`src/hdl/dsmc_pkg.sv`:
```
// shared types, constants and tables of the dual servo motion controller
`timescale 1ns / 1ps
package dsmc_pkg;

    localparam int QUEUE_DEPTH = 128;
    localparam int QW = (QUEUE_DEPTH > 1) ? $clog2(QUEUE_DEPTH) : 1;
    localparam int CW = $clog2(QUEUE_DEPTH + 1);
    localparam int DUTY_BITS = 14;

    localparam int PULSE_MIN_US = 500;
    localparam int PULSE_MID_US = 1500;
    localparam int PULSE_MAX_US = 2500;
    localparam int PERIOD_US = 20000;
    localparam int ANGLE_MID = 90;
    localparam int ANGLE_MAX = 180;
    localparam logic [7:0] ANGLE_MAX_8 = 8'd180;
    localparam logic [7:0] X_RESET_DEG = 8'd90;
    localparam logic [7:0] Y_RESET_DEG = 8'd120;
    localparam logic [9:0] STEP_MS_RESET = 10'd20;

    localparam int DIV_W = 24;
    localparam int DIV_CNT_W = $clog2(DIV_W);

    localparam logic [2:0] CMD_SET = 3'd0;
    localparam logic [2:0] CMD_MOVE = 3'd1;
    localparam logic [2:0] CMD_SYNC = 3'd2;
    localparam logic [2:0] CMD_CANCEL = 3'd3;
    localparam logic [2:0] CMD_TICK = 3'd4;

    localparam logic [1:0] KIND_X = 2'd0;
    localparam logic [1:0] KIND_Y = 2'd1;
    localparam logic [1:0] KIND_SYNC = 2'd2;

    localparam logic [1:0] ST_OK = 2'd0;
    localparam logic [1:0] ST_INVALID = 2'd1;
    localparam logic [1:0] ST_DROPPED = 2'd2;

    localparam logic [1:0] REG_Y_MIN = 2'd0;
    localparam logic [1:0] REG_Y_MAX = 2'd1;
    localparam logic [1:0] REG_STEP_MS = 2'd2;

    typedef enum logic [2:0] {
        OP_SET,
        OP_SET_BOTH,
        OP_ENQ,
        OP_CANCEL,
        OP_TICK,
        OP_BAD
    } op_code_t;

    typedef enum logic [3:0] {
        S_IDLE,
        S_EXEC,
        S_RD,
        S_POP,
        S_NWAIT,
        S_ADV,
        S_MUL,
        S_DSTART,
        S_DWAIT,
        S_FIN
    } back_state_t;

    typedef struct packed {
        op_code_t    op;
        logic        axis;
        logic [1:0]  kind;
        logic [7:0]  a;
        logic [7:0]  b;
        logic [15:0] ms;
    } op_t;

    typedef struct packed {
        logic [1:0]  kind;
        logic [7:0]  a;
        logic [7:0]  b;
        logic [15:0] ms;
    } entry_t;

    typedef struct packed {
        logic [7:0] y_min;
        logic [7:0] y_max;
        logic [9:0] step_ms;
    } cfg_t;

    typedef logic [DUTY_BITS-1:0] duty_table_t [0:ANGLE_MAX];

    function automatic duty_table_t build_duty();
        duty_table_t t;
        int pulse;
        int q;
        for (int ang = 0; ang <= ANGLE_MAX; ang++)
        begin
            if (ang >= ANGLE_MID)
            begin
                q = ((ang - ANGLE_MID) * (PULSE_MAX_US - PULSE_MID_US) + ANGLE_MID / 2)
                    / ANGLE_MID;
                pulse = PULSE_MID_US + q;
            end
            else
            begin
                q = ((ANGLE_MID - ang) * (PULSE_MAX_US - PULSE_MID_US) + ANGLE_MID / 2)
                    / ANGLE_MID;
                pulse = PULSE_MID_US - q;
            end
            if (pulse < PULSE_MIN_US)
                pulse = PULSE_MIN_US;
            if (pulse > PULSE_MAX_US)
                pulse = PULSE_MAX_US;
            t[ang] = DUTY_BITS'((pulse * (1 << DUTY_BITS) + PERIOD_US / 2) / PERIOD_US);
        end
        return t;
    endfunction

    localparam duty_table_t DUTY_LUT = build_duty();

endpackage

```
`src/hdl/dsmc_front.sv`:
```
// front end: beat acceptance and command classification
`timescale 1ns / 1ps
module dsmc_front
(
    input  logic               in_valid,
    output logic               in_stall,
    input  logic [2:0]         cmd,
    input  logic               axis_sel,
    input  logic [7:0]         angle_a,
    input  logic [7:0]         angle_b,
    input  logic [15:0]        move_ms,
    input  logic               q_full,
    output logic               q_push,
    output dsmc_pkg::op_t      q_op
);

    logic a_bad;
    logic b_bad;

    assign a_bad = angle_a > dsmc_pkg::ANGLE_MAX_8;
    assign b_bad = angle_b > dsmc_pkg::ANGLE_MAX_8;
    assign in_stall = q_full;
    assign q_push = in_valid && !q_full;

    always_comb
    begin
        q_op.axis = axis_sel;
        q_op.kind = {1'b0, axis_sel};
        q_op.a = angle_a;
        q_op.b = angle_b;
        q_op.ms = move_ms;
        case (cmd)
            dsmc_pkg::CMD_SET:
                q_op.op = a_bad ? dsmc_pkg::OP_BAD : dsmc_pkg::OP_SET;
            dsmc_pkg::CMD_MOVE:
            begin
                if (a_bad)
                    q_op.op = dsmc_pkg::OP_BAD;
                else if (move_ms == 16'd0)
                    q_op.op = dsmc_pkg::OP_SET;
                else
                    q_op.op = dsmc_pkg::OP_ENQ;
            end
            dsmc_pkg::CMD_SYNC:
            begin
                q_op.kind = dsmc_pkg::KIND_SYNC;
                if (a_bad || b_bad)
                    q_op.op = dsmc_pkg::OP_BAD;
                else if (move_ms == 16'd0)
                    q_op.op = dsmc_pkg::OP_SET_BOTH;
                else
                    q_op.op = dsmc_pkg::OP_ENQ;
            end
            dsmc_pkg::CMD_CANCEL:
                q_op.op = dsmc_pkg::OP_CANCEL;
            dsmc_pkg::CMD_TICK:
                q_op.op = dsmc_pkg::OP_TICK;
            default:
                q_op.op = dsmc_pkg::OP_BAD;
        endcase
    end

endmodule

```
`config.mk`:
```
export PLATFORM = sky130hd
export DESIGN_NAME = dsmc_front
export DESIGN_NICKNAME = d
export VERILOG_FILES = /design/src/hdl/dsmc_pkg.sv /design/src/hdl/dsmc_front.sv
export SDC_FILE = /design/constraint.sdc
export NUM_CORES = 1
export LEC_CHECK = 0
export BUFFER_PORTS_ARGS = -buffer_cell sky130_fd_sc_hd__buf_2
export CAP_MARGIN = 10
export CORE_MARGIN = 2
export CORE_UTILIZATION = 32
export DETAILED_ROUTE_END_ITERATION = 10
export PLACE_DENSITY = 0.91
export SLEW_MARGIN = 5
export SYNTH_ARGS = -nofsm -noshare
export SYNTH_HDL_FRONTEND = slang
export SYNTH_SLANG_ARGS = --single-unit
export TNS_END_PERCENT = 10
```
`constraint.sdc`:
```
create_clock -name vclk -period 3
set_input_delay 0.6 -clock vclk [all_inputs]
set_output_delay 0.6 -clock vclk [all_outputs]
set_load 0.05 [all_outputs]
```
==> summary.md <==
| Metric | Value |
|---|---|
| Vert. Die Dim | 42.3 um |
| Largest family of logic cells by synthesized area | buffers and inverters |
| Post-synthesis xor/xnor area fraction | 0% |
| Post-Place Cells | between 100 and 150 |
| Place WS | 533 ps |
| Synth Net Count | 100 |
| Antenna Cells | 0 |
| Required @ worst endpoint | 2400 ps |
| Mux cell area share after synthesis | 0% |
| Status | finished, final reports clean |
| Initial Util | 35.3% |
| Vias | 548 |
| Max Fclk | 412 MHz |
| GP Congestion | 0.649 |
| Critical Path Sink Type | output pin |
| Metal2 WL | 664 um |
| All-Layer GR Usage | 11.9% |
| Post-synth top cells | 34 x buf_4, 4 x inv_1, 4 x nor4_1 |
| Synth Cell Area | 470 um^2 |
| M1 WL | 384 um |
| Compound-gate portion of the synthesized area | roughly a quarter |
| Fill count | 150 |
| RSZ-0062 raised after global routing | no |
| Vias in the first global route | 434 |
| Max_slew headroom | 73.8% |
| Core Footprint | 1330 um^2 |
| Pwr dens | 299 nW/um^2 |
| Layout Utilization | 46.8% |
| Met3 wire len | 181 um |
| Most frequent cell after synthesis | buf_4 |
| Antenna violations before repair | 0 |
| PortBufs | 78 |
| Seq/Total Area, Yosys | 0% |
| Simple-Gate Fraction of Synth Area | 17.3% |
| Final hold slack | 1500 ps |
| Top layer in use | met3 |
| DP Wirelength | 1160 um |
| Row count | 13 |
| IO Pins | 78 |
| Fin cells | 121 |
| Pin count of the biggest net entering global routing | 8 |
| Grt total ovfl | 0 |
| Leading area contributor after synthesis | buf_4 |
| Routed WL per cell | 10.2 um |
| Total Wirelength | 1230 um |
| Syn_area_per_cell | about 7.6 um^2 |
| Arrival time worst endpoint | between 1500 and 2000 ps |
| Post-Route Setup TNS | 0 ps |
| First-pass GRT wire length | 1810 um |
| Total Die Area | 1790 um^2 |
| Crit-path max FO | 3 |
| Hold Path Class | input pin to output pin |
| Final setup vio count | 0 |
| Ranking of synthesized cells by area | buf_4 54%, o311ai_4 5.6%, nor4_1 5.3%, a221oi_2 3.2%, inv_1 3.2% |
| Post-CTS Resized | 0 |
| Slew of the pin with the lowest slew margin | about 400 ps |
| WS Path Type | input pin to output pin |
| Vias per cell | between 4 and 5 |
| Final WS setup | 570 ps |
| Max-cap violations | 0 |
| Final hold violation count | 0 |
| Drt drc | 0 |
| Post-synth top area share | 54.3% |
| Synth cell types | 22 |
| Initial drt markers | 8 |
| First-pass detailed-route iteration total | 3 |
| Slew Viols, Final | 0 |
| Die Wd | 42.3 um |
| Fin crit share | between 80% and 90% |
| Antenna viol nets, final | 0 |
| Adder-Cell Fraction of Synth Area | 0% |
| Post-CTS Hold Buffers | 0 |
| Post-layout net count | 146 |
| Num sequential | 0 |
| Post-CTS Setup Inserts | 0 |
| Minimum clock period after layout | between 2000 and 2500 ps |
| Area growth from synthesis to layout | 32.7% |
| Leakage Power | a little under 0.0004 uW |
| FF/Latch Area | 0 um^2 |
| Layout clock buffers | 0 |
| Ratio of cells with drive above 1 in the final layout | about three quarters |
| Ys Warns | 0 |
| Worst setup SP type | input pin |
| Peak supply drop | between 0.08 and 0.09 mV |
| Gate count after technology mapping | 62 |
[final cells by class]
type                            count  area (um^2)  share of cell area [%]
Tap cell                           15         18.8                    3.01
Inverter                            4         15.0                    2.40
Timing Repair Buffer               78          390                    62.5
Multi-Input combinational cell     24          200                    32.1
[metal layers]
metal	global-route usage [%]	up-vias
met5	0	-
met4	0	0
met3	2.59	0
met2	25.2	41
met1	12.2	229
li1	-	278
[worst max-delay path: stages]
cell and delay (ps):
buf_2 100, o21a_1 200, o311ai_4 270, a22oi_1 110, a211oi_1 240, buf_2 300
[where the power goes]
group	internal (uW)	total (uW)	switching, uW
Combinational	47.6	186	139
Sequential	0	0	0
Clock	0	0	0
Total	47.6	186	139
[placed cells by master, fill, tap and decap left out]
cell	count
a211oi_1	1
a21o_1	1
a21oi_2	1
a221oi_2	1
a22oi_1	1
a311o_1	1
a31oi_1	1
a41o_1	1
and3_1	1
and4bb_1	1
buf_2	78
inv_1	4
nand2b_1	1
nand4_1	1
nor2b_1	2
nor3_1	1
nor3b_1	1
nor4_1	4
o211ai_1	1
o21a_1	1
o21ai_0	1
o311ai_4	1
[path summary, 6_finish.rpt]
check | start | to | depth (start not counted)
min | axis_sel | q_op[34] | 2
max | angle_a[1] | q_op[36] | 6
[logic make-up after synthesis]
family	Yosys count
AOI/OAI and AO/OA	12
buffers and inverters	38
and+or+nand+nor	12
[metrics by stage]
step / total power, uW / area, um^2
5_1_grt: 195 / 624
4_1_cts: 188 / 624
6_report: 186 / 624
3_3_place_gp: 186 / 624
2_1_floorplan: 160 / 470
3_5_place_dp: 187 / 624
Note: power is estimated with default switching activity, not from simulation.
