**config.mk**
```make
export PLATFORM = sky130hd
export DESIGN_NAME = dsmc_opq
export DESIGN_NICKNAME = d
export VERILOG_FILES = /design/src/hdl/dsmc_pkg.sv /design/src/hdl/dsmc_opq.sv
export SDC_FILE = /design/constraint.sdc
export NUM_CORES = 1
export LEC_CHECK = 0
export ABC_AREA = 1
export ABC_CLOCK_PERIOD_IN_PS = 5600
export BUFFER_PORTS_ARGS = -buffer_cell sky130_fd_sc_hd__buf_2
export CORE_UTILIZATION = 53
export DETAILED_ROUTE_END_ITERATION = 12
export HOLD_SLACK_MARGIN = 0.12
export PLACE_DENSITY = 0.92
export SYNTH_ARGS = -nofsm -noshare
export SYNTH_HDL_FRONTEND = slang
export SYNTH_SLANG_ARGS = --single-unit
```
**constraint.sdc**
```tcl
create_clock -name clk -period 5.6 [get_ports clk]
set_clock_uncertainty 0.1 [all_clocks]
set_input_delay 0.84 -clock clk [delete_from_list [all_inputs] [get_ports clk]]
set_output_delay 0.84 -clock clk [all_outputs]
set_load 0.005 [all_outputs]
```
**src/hdl/dsmc_pkg.sv**
```systemverilog
// shared types, constants and tables of the dual servo motion controller
`timescale 1ns / 1ps
package dsmc_pkg;

    localparam int QUEUE_DEPTH = 128;
    localparam int QW = (QUEUE_DEPTH > 1) ? $clog2(QUEUE_DEPTH) : 1;
    localparam int CW = $clog2(QUEUE_DEPTH + 1);
    localparam int DUTY_BITS = 14;

    localparam int PULSE_MIN_US = 500;
    localparam int PULSE_MID_US = 1500;
    localparam int PULSE_MAX_US = 2500;
    localparam int PERIOD_US = 20000;
    localparam int ANGLE_MID = 90;
    localparam int ANGLE_MAX = 180;
    localparam logic [7:0] ANGLE_MAX_8 = 8'd180;
    localparam logic [7:0] X_RESET_DEG = 8'd90;
    localparam logic [7:0] Y_RESET_DEG = 8'd120;
    localparam logic [9:0] STEP_MS_RESET = 10'd20;

    localparam int DIV_W = 24;
    localparam int DIV_CNT_W = $clog2(DIV_W);

    localparam logic [2:0] CMD_SET = 3'd0;
    localparam logic [2:0] CMD_MOVE = 3'd1;
    localparam logic [2:0] CMD_SYNC = 3'd2;
    localparam logic [2:0] CMD_CANCEL = 3'd3;
    localparam logic [2:0] CMD_TICK = 3'd4;

    localparam logic [1:0] KIND_X = 2'd0;
    localparam logic [1:0] KIND_Y = 2'd1;
    localparam logic [1:0] KIND_SYNC = 2'd2;

    localparam logic [1:0] ST_OK = 2'd0;
    localparam logic [1:0] ST_INVALID = 2'd1;
    localparam logic [1:0] ST_DROPPED = 2'd2;

    localparam logic [1:0] REG_Y_MIN = 2'd0;
    localparam logic [1:0] REG_Y_MAX = 2'd1;
    localparam logic [1:0] REG_STEP_MS = 2'd2;

    typedef enum logic [2:0] {
        OP_SET,
        OP_SET_BOTH,
        OP_ENQ,
        OP_CANCEL,
        OP_TICK,
        OP_BAD
    } op_code_t;

    typedef enum logic [3:0] {
        S_IDLE,
        S_EXEC,
        S_RD,
        S_POP,
        S_NWAIT,
        S_ADV,
        S_MUL,
        S_DSTART,
        S_DWAIT,
        S_FIN
    } back_state_t;

    typedef struct packed {
        op_code_t    op;
        logic        axis;
        logic [1:0]  kind;
        logic [7:0]  a;
        logic [7:0]  b;
        logic [15:0] ms;
    } op_t;

    typedef struct packed {
        logic [1:0]  kind;
        logic [7:0]  a;
        logic [7:0]  b;
        logic [15:0] ms;
    } entry_t;

    typedef struct packed {
        logic [7:0] y_min;
        logic [7:0] y_max;
        logic [9:0] step_ms;
    } cfg_t;

    typedef logic [DUTY_BITS-1:0] duty_table_t [0:ANGLE_MAX];

    function automatic duty_table_t build_duty();
        duty_table_t t;
        int pulse;
        int q;
        for (int ang = 0; ang <= ANGLE_MAX; ang++)
        begin
            if (ang >= ANGLE_MID)
            begin
                q = ((ang - ANGLE_MID) * (PULSE_MAX_US - PULSE_MID_US) + ANGLE_MID / 2)
                    / ANGLE_MID;
                pulse = PULSE_MID_US + q;
            end
            else
            begin
                q = ((ANGLE_MID - ang) * (PULSE_MAX_US - PULSE_MID_US) + ANGLE_MID / 2)
                    / ANGLE_MID;
                pulse = PULSE_MID_US - q;
            end
            if (pulse < PULSE_MIN_US)
                pulse = PULSE_MIN_US;
            if (pulse > PULSE_MAX_US)
                pulse = PULSE_MAX_US;
            t[ang] = DUTY_BITS'((pulse * (1 << DUTY_BITS) + PERIOD_US / 2) / PERIOD_US);
        end
        return t;
    endfunction

    localparam duty_table_t DUTY_LUT = build_duty();

endpackage

```
**src/hdl/dsmc_opq.sv**
```systemverilog
// two-entry queue of classified commands between front and back
`timescale 1ns / 1ps
module dsmc_opq
(
    input  logic          clk,
    input  logic          rst_n,
    input  logic          push,
    input  dsmc_pkg::op_t push_op,
    input  logic          pop,
    output dsmc_pkg::op_t head_op,
    output logic          full,
    output logic          empty
);

    dsmc_pkg::op_t slot_reg [2];
    logic       wr_ptr_reg;
    logic       wr_ptr_next;
    logic       rd_ptr_reg;
    logic       rd_ptr_next;
    logic [1:0] cnt_reg;
    logic [1:0] cnt_next;

    assign full = cnt_reg == 2'd2;
    assign empty = cnt_reg == 2'd0;
    assign head_op = slot_reg[rd_ptr_reg];

    always_comb
    begin
        wr_ptr_next = push ? !wr_ptr_reg : wr_ptr_reg;
        rd_ptr_next = pop ? !rd_ptr_reg : rd_ptr_reg;
        cnt_next = cnt_reg + {1'b0, push} - {1'b0, pop};
    end

    always_ff @(posedge clk or negedge rst_n)
    begin
        if (!rst_n)
        begin
            wr_ptr_reg <= 1'b0;
            rd_ptr_reg <= 1'b0;
            cnt_reg <= 2'd0;
        end
        else
        begin
            wr_ptr_reg <= wr_ptr_next;
            rd_ptr_reg <= rd_ptr_next;
            cnt_reg <= cnt_next;
        end
    end

    always_ff @(posedge clk)
    begin
        if (push)
            slot_reg[wr_ptr_reg] <= push_op;
    end

endmodule

```
==> impl_metrics.py, run 1 <==
metrics = {
    "status": {
        "outcome": "complete, no violations",
    },
    "setup_path": {
        "arrival_ns": 1.96,
        "timing.rr.start": "wr_ptr_reg",
        "path_class": "flip-flop to output pin",
        "start_kind": "flip-flop",
        "cp.required_ns": 4.66,
        "worst-path-max-fanout": 77,
        "worstRegToRegCells": 1,
        "cp-end-kind": "output pin",
        "critical_path.startpoint": "rd_ptr_reg",
    },
    "detailed_routing": {
        "viasPerCell": 4.73,
        "wl_um": 4610,
        "ant_nets": 0,
        "wl_per_cell_um": 12.0,
        "first_iter_violations": 101,
        "drc_errors": 0,
        "firstDrtPassIters": 4,
        "via_count": 1818,
    },
    "floorplanning": {
        "initial_core_util_pct": 54.9,
        "coreArea_mm2": 0.00551,
        "die-area_mm2": 0.00601,
        "io_pins": 82,
        "die_w_um": 77.5,
        "dieHeight_um": 77.5,
        "std_cell_rows": 27,
    },
    "power": {
        "cellPowerDensity_mw_per_mm2": 447,
        "ir_drop_mv": 0.304,
        "leakage_nw": 1.59,
    },
    "yosys": {
        "synth_nets": 267,
        "seq_area_frac_synth_pct": 78.8,
        "ys_seq_elements": 80,
        "ys_warn_count": 0,
        "synthesis.area_mm2": 0.00302,
        "netlist-cell-type-count": 14,
        "synth.avg_cell_area_um2": 13.6,
        "syn_inst": 223,
    },
    "global_routing": {
        "antenna_found_initial": 0,
        "grt-ovfl-total": 0,
        "grt_pass1_wl_um": 7360,
        "grt_pass1_vias": 1746,
        "grt.total_usage_pct": 16.9,
        "grt_max_degree": 78,
    },
    "sta": {
        "setup_tns_ns": 0,
        "worstMarginPinSlew_ns": 1.10,
        "slew_violations": 0,
        "hold-worst-slack_ns": 0.204,
        "hold_viol_final": 0,
        "finalCritPeriodShare_pct": 51.7,
        "maxSlewHeadroom_pct": 26.9,
        "rsz0062_at_grt": "false",
        "fmax_ghz": 0.345,
        "period_minus_slack_ns": 2.90,
        "finalSetupViolations": 0,
    },
    "cells_and_area": {
        "drive_above_1_share_pct": 30.8,
        "layout_commonest_cell": "buf_2",
        "final_cell_mix": "buf_2 (81), edfxtp_1 (76), inv_1 (44), nand2_1 (44), o21ai_0 (30)",
        "largest_reg_flops": 76,
        "antennaDiodeCount": 0,
        "area_growth_pct": 20.0,
        "n_fill_cell": 400,
        "nNetsFinal": 352,
    },
    "placed_design": {
        "dp_hpwl_um": 3040,
        "place_congestion": 0.658,
        "io_buffers": 81,
    },
    "clocking": {
        "cts.path.max_buffers": 2,
        "clkLatencyLatePin_ns": 0.32,
        "cts-hold-fix-buffers": 0,
        "clock-root-buffer": "clkbuf_8",
        "cts_tree": "done",
        "post_cts.repair.setup_buffers": 0,
        "cts_buffers": 9,
        "cts-resized-gates": 0,
        "clk_pin_slew_ns": 0.07,
        "cts_sinks": 80,
        "h-tree-depth": 3,
    },
    "min_path": {
        "min_path_type": "input pin to asynchronous set/reset pin",
    },
    "flow_run": {
        "maxCapViolations": 0,
    },
}
where the power goes:
| part | total (mW) | internal, mW | switching [mW] |
|---|---|---|---|
| logic | 0.389 | 0.178 | 0.211 |
| registers | 0.899 | 0.797 | 0.103 |
| clock network | 0.335 | 0.154 | 0.181 |
| total | 1.62 | 1.13 | 0.494 |
Yosys cell counts:
cell,number,area share [%]
o21ai_1,8,1.3
xor2_1,2,0.58
clkbuf_1,2,0.25
buf_2,2,0.33
dfrtp_1,4,3.3
ha_1,2,0.83
nand3_1,1,0.17
edfxtp_1,76,75
nor2_1,3,0.37
buf_6,3,1.1
inv_1,45,5.6
nand2_1,44,5.5
o21ai_0,30,5.0
buf_4,1,0.25
worst paths after layout:
check / endpoint / slack, ns
max in group asynchronous: rd_ptr_reg / 5.07
worst min-delay path: wr_ptr_reg / 0.20
worst min register to register: wr_ptr_reg / 0.45
min in group clk: wr_ptr_reg / 0.45
worst max register to register: slot_reg[0][5] / 3.82
worst max-delay path: head_op[5] / 2.70
metrics by stage:
step           utilization [%]  area, um^2  setup slack [ns]  power (mW)  std cells
6_report                  65.9        3630              2.70        1.62        384
3_5_place_dp              63.1        3480              3.07        1.31        369
2_1_floorplan                -        3020              2.59        1.13        223
5_1_grt                   65.9        3630              2.52        1.74        384
3_3_place_gp              63.1        3480              3.08        1.29        369
4_1_cts                   65.9        3630              2.69        1.65        384
final cells by class:
type                       instances  area [um^2]  area share (%)
clock inverter                     5         25.0           0.689
multi-input combinational         90          422            11.6
inverter                          45          169            4.65
tap                               72         90.1            2.48
sequential                        80         2380            65.7
clock buffer                      10          128            3.52
timing repair buffer              82          413            11.4
kinds of logic (layout without fill, tap and decap cells):
| kind of cell | count (synthesis) | in the layout | share of synthesized area [%] |
|---|---|---|---|
| flops | 80 | 80 | 78.8 |
| buf+inv | 53 | 142 | 7.53 |
| simple gates | 48 | 48 | 6.00 |
| compound gates | 38 | 38 | 6.29 |
| fa+ha+maj | 2 | 2 | 0.827 |
| xor+xnor | 2 | 2 | 0.579 |
critical path, stage by stage, from the launching register on:
cell,delay (ns)
dfrtp_2,1.10
o21ai_0,0.32
buf_2,0.21
layer usage:
layer  share of wire [%]  global-route usage (%)  up-vias
met1                  40                    17.1      842
met4                0.91                    10.2        0
met2                  54                    30.4       59
met3                 5.1                    5.18        7
li1                    -                       -      910
met5                   0                       0        -
(Power assumes the default switching activity.)
==> run 2: changes to the inputs <==
--- a/config.mk
+++ b/config.mk
@@ -6,12 +6,12 @@
 export NUM_CORES = 1
 export LEC_CHECK = 0
 export ABC_AREA = 1
-export ABC_CLOCK_PERIOD_IN_PS = 5600
+export ABC_CLOCK_PERIOD_IN_PS = 2700
 export BUFFER_PORTS_ARGS = -buffer_cell sky130_fd_sc_hd__buf_2
-export CORE_UTILIZATION = 53
+export CORE_UTILIZATION = 51
 export DETAILED_ROUTE_END_ITERATION = 12
 export HOLD_SLACK_MARGIN = 0.12
-export PLACE_DENSITY = 0.92
+export PLACE_DENSITY = 0.89
 export SYNTH_ARGS = -nofsm -noshare
 export SYNTH_HDL_FRONTEND = slang
 export SYNTH_SLANG_ARGS = --single-unit
==> constraint.sdc (replaced) <==
create_clock -name clk -period 2.7 [get_ports clk]
set_clock_uncertainty 0.1 [all_clocks]
set_input_delay 0.405 -clock clk [delete_from_list [all_inputs] [get_ports clk]]
set_output_delay 0.405 -clock clk [all_outputs]
set_load 0.005 [all_outputs]
==> run 2 against run 1 <==
Worst hold slack got worse by 0.041 ns. First-iteration DRC count decreased by 53%. Clock-buffer cell count unchanged. Routed wire length decreased by 2.8%. Critical endpoint is now head_op[28].
==> impl_metrics.py, run 2 (synthesis results as in run 1) <==
metrics = {
    "sta": {
        "finalCritPeriodShare_pct": 76.9,
        "period_minus_slack_ns": 2.08,
        "hold_viol_final": 0,
        "maxSlewHeadroom_pct": 53.4,
        "rsz0062_at_grt": "false",
        "hold-worst-slack_ns": 0.163,
        "setup_tns_ns": 0,
        "setup_ws_ns": 0.624,
        "fmax_ghz": 0.482,
        "finalSetupViolations": 0,
        "slew_violations": 0,
        "worstMarginPinSlew_ns": 0.699,
    },
    "cells_and_area": {
        "drive_above_1_share_pct": 30.7,
        "largest_reg_flops": 76,
        "layout_commonest_cell": "buf_2",
        "fin_cells": 388,
        "antennaDiodeCount": 0,
        "final_cell_mix": "buf_2 (81), edfxtp_1 (76), inv_1 (45)",
        "nNetsFinal": 355,
        "area_growth_pct": 22.5,
        "postLayoutCoreUtil_pct": 66.1,
    },
    "floorplanning": {
        "die_w_um": 79.0,
        "coreArea_mm2": 0.00561,
        "initial_core_util_pct": 53.9,
        "io_pins": 82,
        "dieHeight_um": 79.0,
        "die-area_mm2": 0.00624,
        "std_cell_rows": 27,
    },
    "setup_path": {
        "critPathTopFamily": "flip-flops",
        "crit_chain": "buf_12 > nand2_1 > o21ai_0 > buf_2",
        "path_class": "flip-flop to output pin",
        "slowest_delay_ns": 0.63,
        "slowest_stage": "dfrtp_2",
        "worst-path-max-fanout": 51,
        "cp.required_ns": 2.19,
        "start_kind": "flip-flop",
        "cp-end-kind": "output pin",
        "path_buf_inv": 2,
        "arrival_ns": 1.57,
    },
    "global_routing": {
        "grt_pass1_wl_um": 7020,
        "antenna_found_initial": 0,
        "grt.total_usage_pct": 15.8,
        "grt_pass1_vias": 1690,
        "grt_max_degree": 52,
        "grt-ovfl-total": 0,
    },
    "clocking": {
        "cts-resized-gates": 0,
        "clk_pin_slew_ns": 0.07,
        "h-tree-depth": 3,
        "cts_sinks": 80,
        "clkLatencyLatePin_ns": 0.32,
        "cts_tree": "done",
        "cts_buffers": 9,
        "clock-root-buffer": "clkbuf_8",
        "cts.path.max_buffers": 2,
    },
    "detailed_routing": {
        "wl_um": 4480,
        "ant_nets": 0,
        "drc_errors": 0,
        "firstDrtPassIters": 4,
        "via_count": 1805,
        "first_iter_violations": 47,
        "viasPerCell": 4.65,
        "wl_per_cell_um": 11.5,
    },
    "power": {
        "leakage_nw": 1.63,
        "cellPowerDensity_mw_per_mm2": 945,
        "ir_drop_mv": 0.539,
    },
    "placed_design": {
        "place_inst": 371,
        "dp_hpwl_um": 3080,
        "place_congestion": 0.769,
        "pre_cts_ws_ns": 0.882,
        "io_buffers": 81,
    },
    "flow_run": {
        "maxCapViolations": 0,
    },
    "min_path": {
        "min_path_type": "input pin to flip-flop",
    },
    "status": {
        "outcome": "complete, no violations",
    },
}
-- run 2: where the power goes --
| group | switching (mW) | internal [mW] | total [mW] |
|---|---|---|---|
| combinational | 0.543 | 0.409 | 0.952 |
| sequential | 0.122 | 1.65 | 1.77 |
| clock | 0.363 | 0.413 | 0.776 |
-- run 2: metal layers --
metal / GRT usage, % / share of wire [%] / up-vias
li1: - / - / 915
met1: 14.6 / 37 / 817
met2: 29.4 / 54 / 61
met3: 4.60 / 6.2 / 12
met4: 10.4 / 2.5 / 0
met5: 0 / 0 / -
-- run 2: worst paths after layout --
path / from / endpoint / slack [ns] / cells after the start
worst max-delay path: rd_ptr_reg / head_op[28] / 0.62 / 4
worst min-delay path: push_op[16] / slot_reg[1][16] / 0.16 / 1
worst min register to register: wr_ptr_reg / wr_ptr_reg / 0.47 / 1
max in group asynchronous: rst_n / rd_ptr_reg / 2.05 / 2
min in group asynchronous: rst_n / cnt_reg[0] / 0.31 / 2
worst max register to register: wr_ptr_reg / slot_reg[1][7] / 1.02 / 3
-- run 2: metrics by stage --
step	total power, mW	cell area, um^2
final	3.50	3700
after global routing	3.73	3700
after CTS	3.55	3700
after detailed placement	2.77	3520
after global placement	2.72	3520
after floorplan	2.33	3020
-- run 2: layout make-up --
type | instances | area (um^2)
Clock inverter | 6 | 50.0
Fill cell | 425 | 1900
Inverter | 45 | 169
Timing Repair Buffer | 85 | 463
Sequential cell | 80 | 2380
Clock buffer | 10 | 128
Multi-Input combinational cell | 90 | 422
Tap cell | 72 | 90.1
-- run 2: what timing repair did --
item | CTS | global route
endpoints found under the hold margin | 4 | 0
hold buffers | 1 | 0
buffers inserted | 0 | 0
==> run 3: changes to the inputs <==
--- a/config.mk
+++ b/config.mk
@@ -6,12 +6,12 @@
 export NUM_CORES = 1
 export LEC_CHECK = 0
 export ABC_AREA = 1
-export ABC_CLOCK_PERIOD_IN_PS = 2700
+export ABC_CLOCK_PERIOD_IN_PS = 1800
 export BUFFER_PORTS_ARGS = -buffer_cell sky130_fd_sc_hd__buf_2
-export CORE_UTILIZATION = 51
+export CORE_UTILIZATION = 46
 export DETAILED_ROUTE_END_ITERATION = 12
 export HOLD_SLACK_MARGIN = 0.12
-export PLACE_DENSITY = 0.89
+export PLACE_DENSITY = 0.85
 export SYNTH_ARGS = -nofsm -noshare
 export SYNTH_HDL_FRONTEND = slang
 export SYNTH_SLANG_ARGS = --single-unit
==> constraint.sdc (replaced) <==
create_clock -name clk -period 1.8 [get_ports clk]
set_clock_uncertainty 0.1 [all_clocks]
set_input_delay 0.27 -clock clk [delete_from_list [all_inputs] [get_ports clk]]
set_output_delay 0.27 -clock clk [all_outputs]
set_load 0.005 [all_outputs]
==> run 3 against run 2 <==
Utilization is 0.76 points lower. Global-route usage grew 0.17 points. Final area increased by 12%. Sequential share of layout area decreased by 6.9 points. Worst setup slack lost 0.51 ns. Critical path depth decreased by 1. Clock-buffer cell count grew 1.
==> impl_metrics.py, run 3 (synthesis results as in run 1) <==
metrics = {
    "power": {
        "power_frac_clock_pct": 24.2,
        "cellPowerDensity_mw_per_mm2": 1330,
        "internal_power_mw": 3.93,
        "leakage_nw": 1.81,
        "switching_share_pct": 28.6,
        "combPwrFrac_pct": 28.7,
        "ir_drop_mv": 1.05,
        "pwr-share-seq_pct": 47.1,
        "p_switching_mw": 1.57,
    },
    "clocking": {
        "post_cts.repair.setup_buffers": 0,
        "clock-root-buffer": "clkbuf_8",
        "clkLatencyLatePin_ns": 0.33,
        "cts_sinks": 80,
        "clk_pin_slew_ns": 0.07,
        "cts.path.max_buffers": 2,
        "cts-resized-gates": 0,
        "cts_tree": "done",
        "h-tree-depth": 3,
        "cts-hold-fix-buffers": 41,
        "cts_buffers": 9,
    },
    "global_routing": {
        "grt.total_usage_pct": 15.9,
        "antenna_found_initial": 0,
        "grt-ovfl-total": 0,
        "grt_pass1_vias": 1915,
        "grt_pass1_wl_um": 8490,
        "grt_max_degree": 49,
    },
    "setup_path": {
        "start_kind": "flip-flop",
        "slowest_stage": "dfrtp_2",
        "timing.rr.start": "wr_ptr_reg",
        "path_class": "flip-flop to output pin",
        "cp.depth": 3,
        "crit_chain": "buf_4 > o21ai_0 > buf_2",
        "cp.required_ns": 1.43,
        "path_buf_inv": 2,
        "worstRegToRegCells": 2,
        "reg2reg_to": "slot_reg[0][23]",
        "regToRegSetupSlack_ns": 0.48,
        "worst-path-max-fanout": 29,
        "critPathTopFamily": "flip-flops",
        "arrival_ns": 1.32,
        "cp-end-kind": "output pin",
        "slowest_delay_ns": 0.42,
    },
    "status": {
        "outcome": "complete, no violations",
    },
    "sta": {
        "fmax_ghz": 0.593,
        "finalCritPeriodShare_pct": 93.7,
        "worstMarginPinSlew_ns": 0.330,
        "maxSlewHeadroom_pct": 78.0,
        "hold_viol_final": 0,
        "finalSetupViolations": 0,
        "setup_tns_ns": 0,
        "period_minus_slack_ns": 1.69,
        "rsz0062_at_grt": "false",
        "slew_violations": 0,
        "hold-worst-slack_ns": 0.192,
    },
    "detailed_routing": {
        "via_count": 1976,
        "drc_errors": 0,
        "firstDrtPassIters": 6,
        "ant_nets": 0,
        "wl_um": 5200,
        "first_iter_violations": 79,
        "viasPerCell": 4.53,
        "wl_per_cell_um": 11.9,
    },
    "floorplanning": {
        "die-area_mm2": 0.00690,
        "std_cell_rows": 29,
        "die_w_um": 83.1,
        "coreArea_mm2": 0.00635,
        "dieHeight_um": 83.1,
        "io_pins": 82,
        "initial_core_util_pct": 47.6,
    },
    "cells_and_area": {
        "nNetsFinal": 398,
        "antennaDiodeCount": 0,
        "layout_commonest_cell": "buf_2",
        "drive_above_1_share_pct": 27.9,
        "area_growth_pct": 37.1,
        "final_cell_mix": "buf_2 (81), edfxtp_1 (76), inv_1 (44), nand2_1 (44), dlygate4sd3_1 (41)",
        "largest_reg_flops": 76,
    },
    "placed_design": {
        "io_buffers": 81,
        "dp_hpwl_um": 3210,
        "place_congestion": 0.673,
    },
    "min_path": {
        "min_path_type": "input pin to asynchronous set/reset pin",
    },
    "flow_run": {
        "maxCapViolations": 0,
    },
}
## run 3: changes by cell type in the layout (fill, tap and decap cells not counted)
cell	previous run	this run
buf_12	2	1
buf_4	1	5
bufinv_16	1	2
clkbuf_1	1	2
clkinv_2	1	0
dlygate4sd3_1	1	41
inv_1	45	44
## run 3: worst register-to-register path, cell delays in order, from the launching register on
cell     delay (ns)
dfrtp_1        0.43
nor2_4         0.12
buf_4          0.32
## run 3: area by class of cell
cell class	count	area, um^2
Sequential cell	80	2380
Timing Repair Buffer	128	873
Multi-Input combinational cell	90	422
Fill cell	489	2200
Inverter	45	169
Clock buffer	11	131
Clock inverter	5	71.3
Tap cell	77	96.3
## run 3: per-layer routing
layer,vias to the layer above,track usage [%],share of wire [%]
met5,-,0,0
met4,0,5.17,0.33
met3,2,4.17,5.2
met2,58,28.7,54
met1,915,18.4,40
li1,1001,-,-
## run 3: worst max path at each step
stage                     slack (ns)  startpoint        endpoint
after detailed placement        0.44  rd_ptr_reg     head_op[27]
after global routing            0.01  rd_ptr_reg      head_op[6]
final                           0.11  rd_ptr_reg     head_op[27]
after CTS                       0.06  rd_ptr_reg     head_op[27]
after floorplan                  0.1  wr_ptr_reg  slot_reg[1][0]
after global placement          0.50  rd_ptr_reg     head_op[35]
## run 3: power by group through the flow
stage	clock, mW	sequential, mW	combinational (mW)
after floorplan	0	2.61	0.896
after global placement	0	2.62	1.49
after detailed placement	0	2.63	1.53
after CTS	1.36	2.59	1.61
after global routing	1.45	2.62	1.81
final	1.33	2.59	1.58
## run 3: per-stage QoR
step	total power, mW	std cells	area (um^2)	setup WS [ns]	utilization (%)
2_1_floorplan	3.50	223	3030	0.0950	-
3_3_place_gp	4.10	379	3530	0.497	55.6
3_5_place_dp	4.16	379	3530	0.435	55.6
4_1_cts	5.56	436	4150	0.0602	65.3
5_1_grt	5.88	436	4150	0.0131	65.3
6_report	5.51	436	4150	0.114	65.3
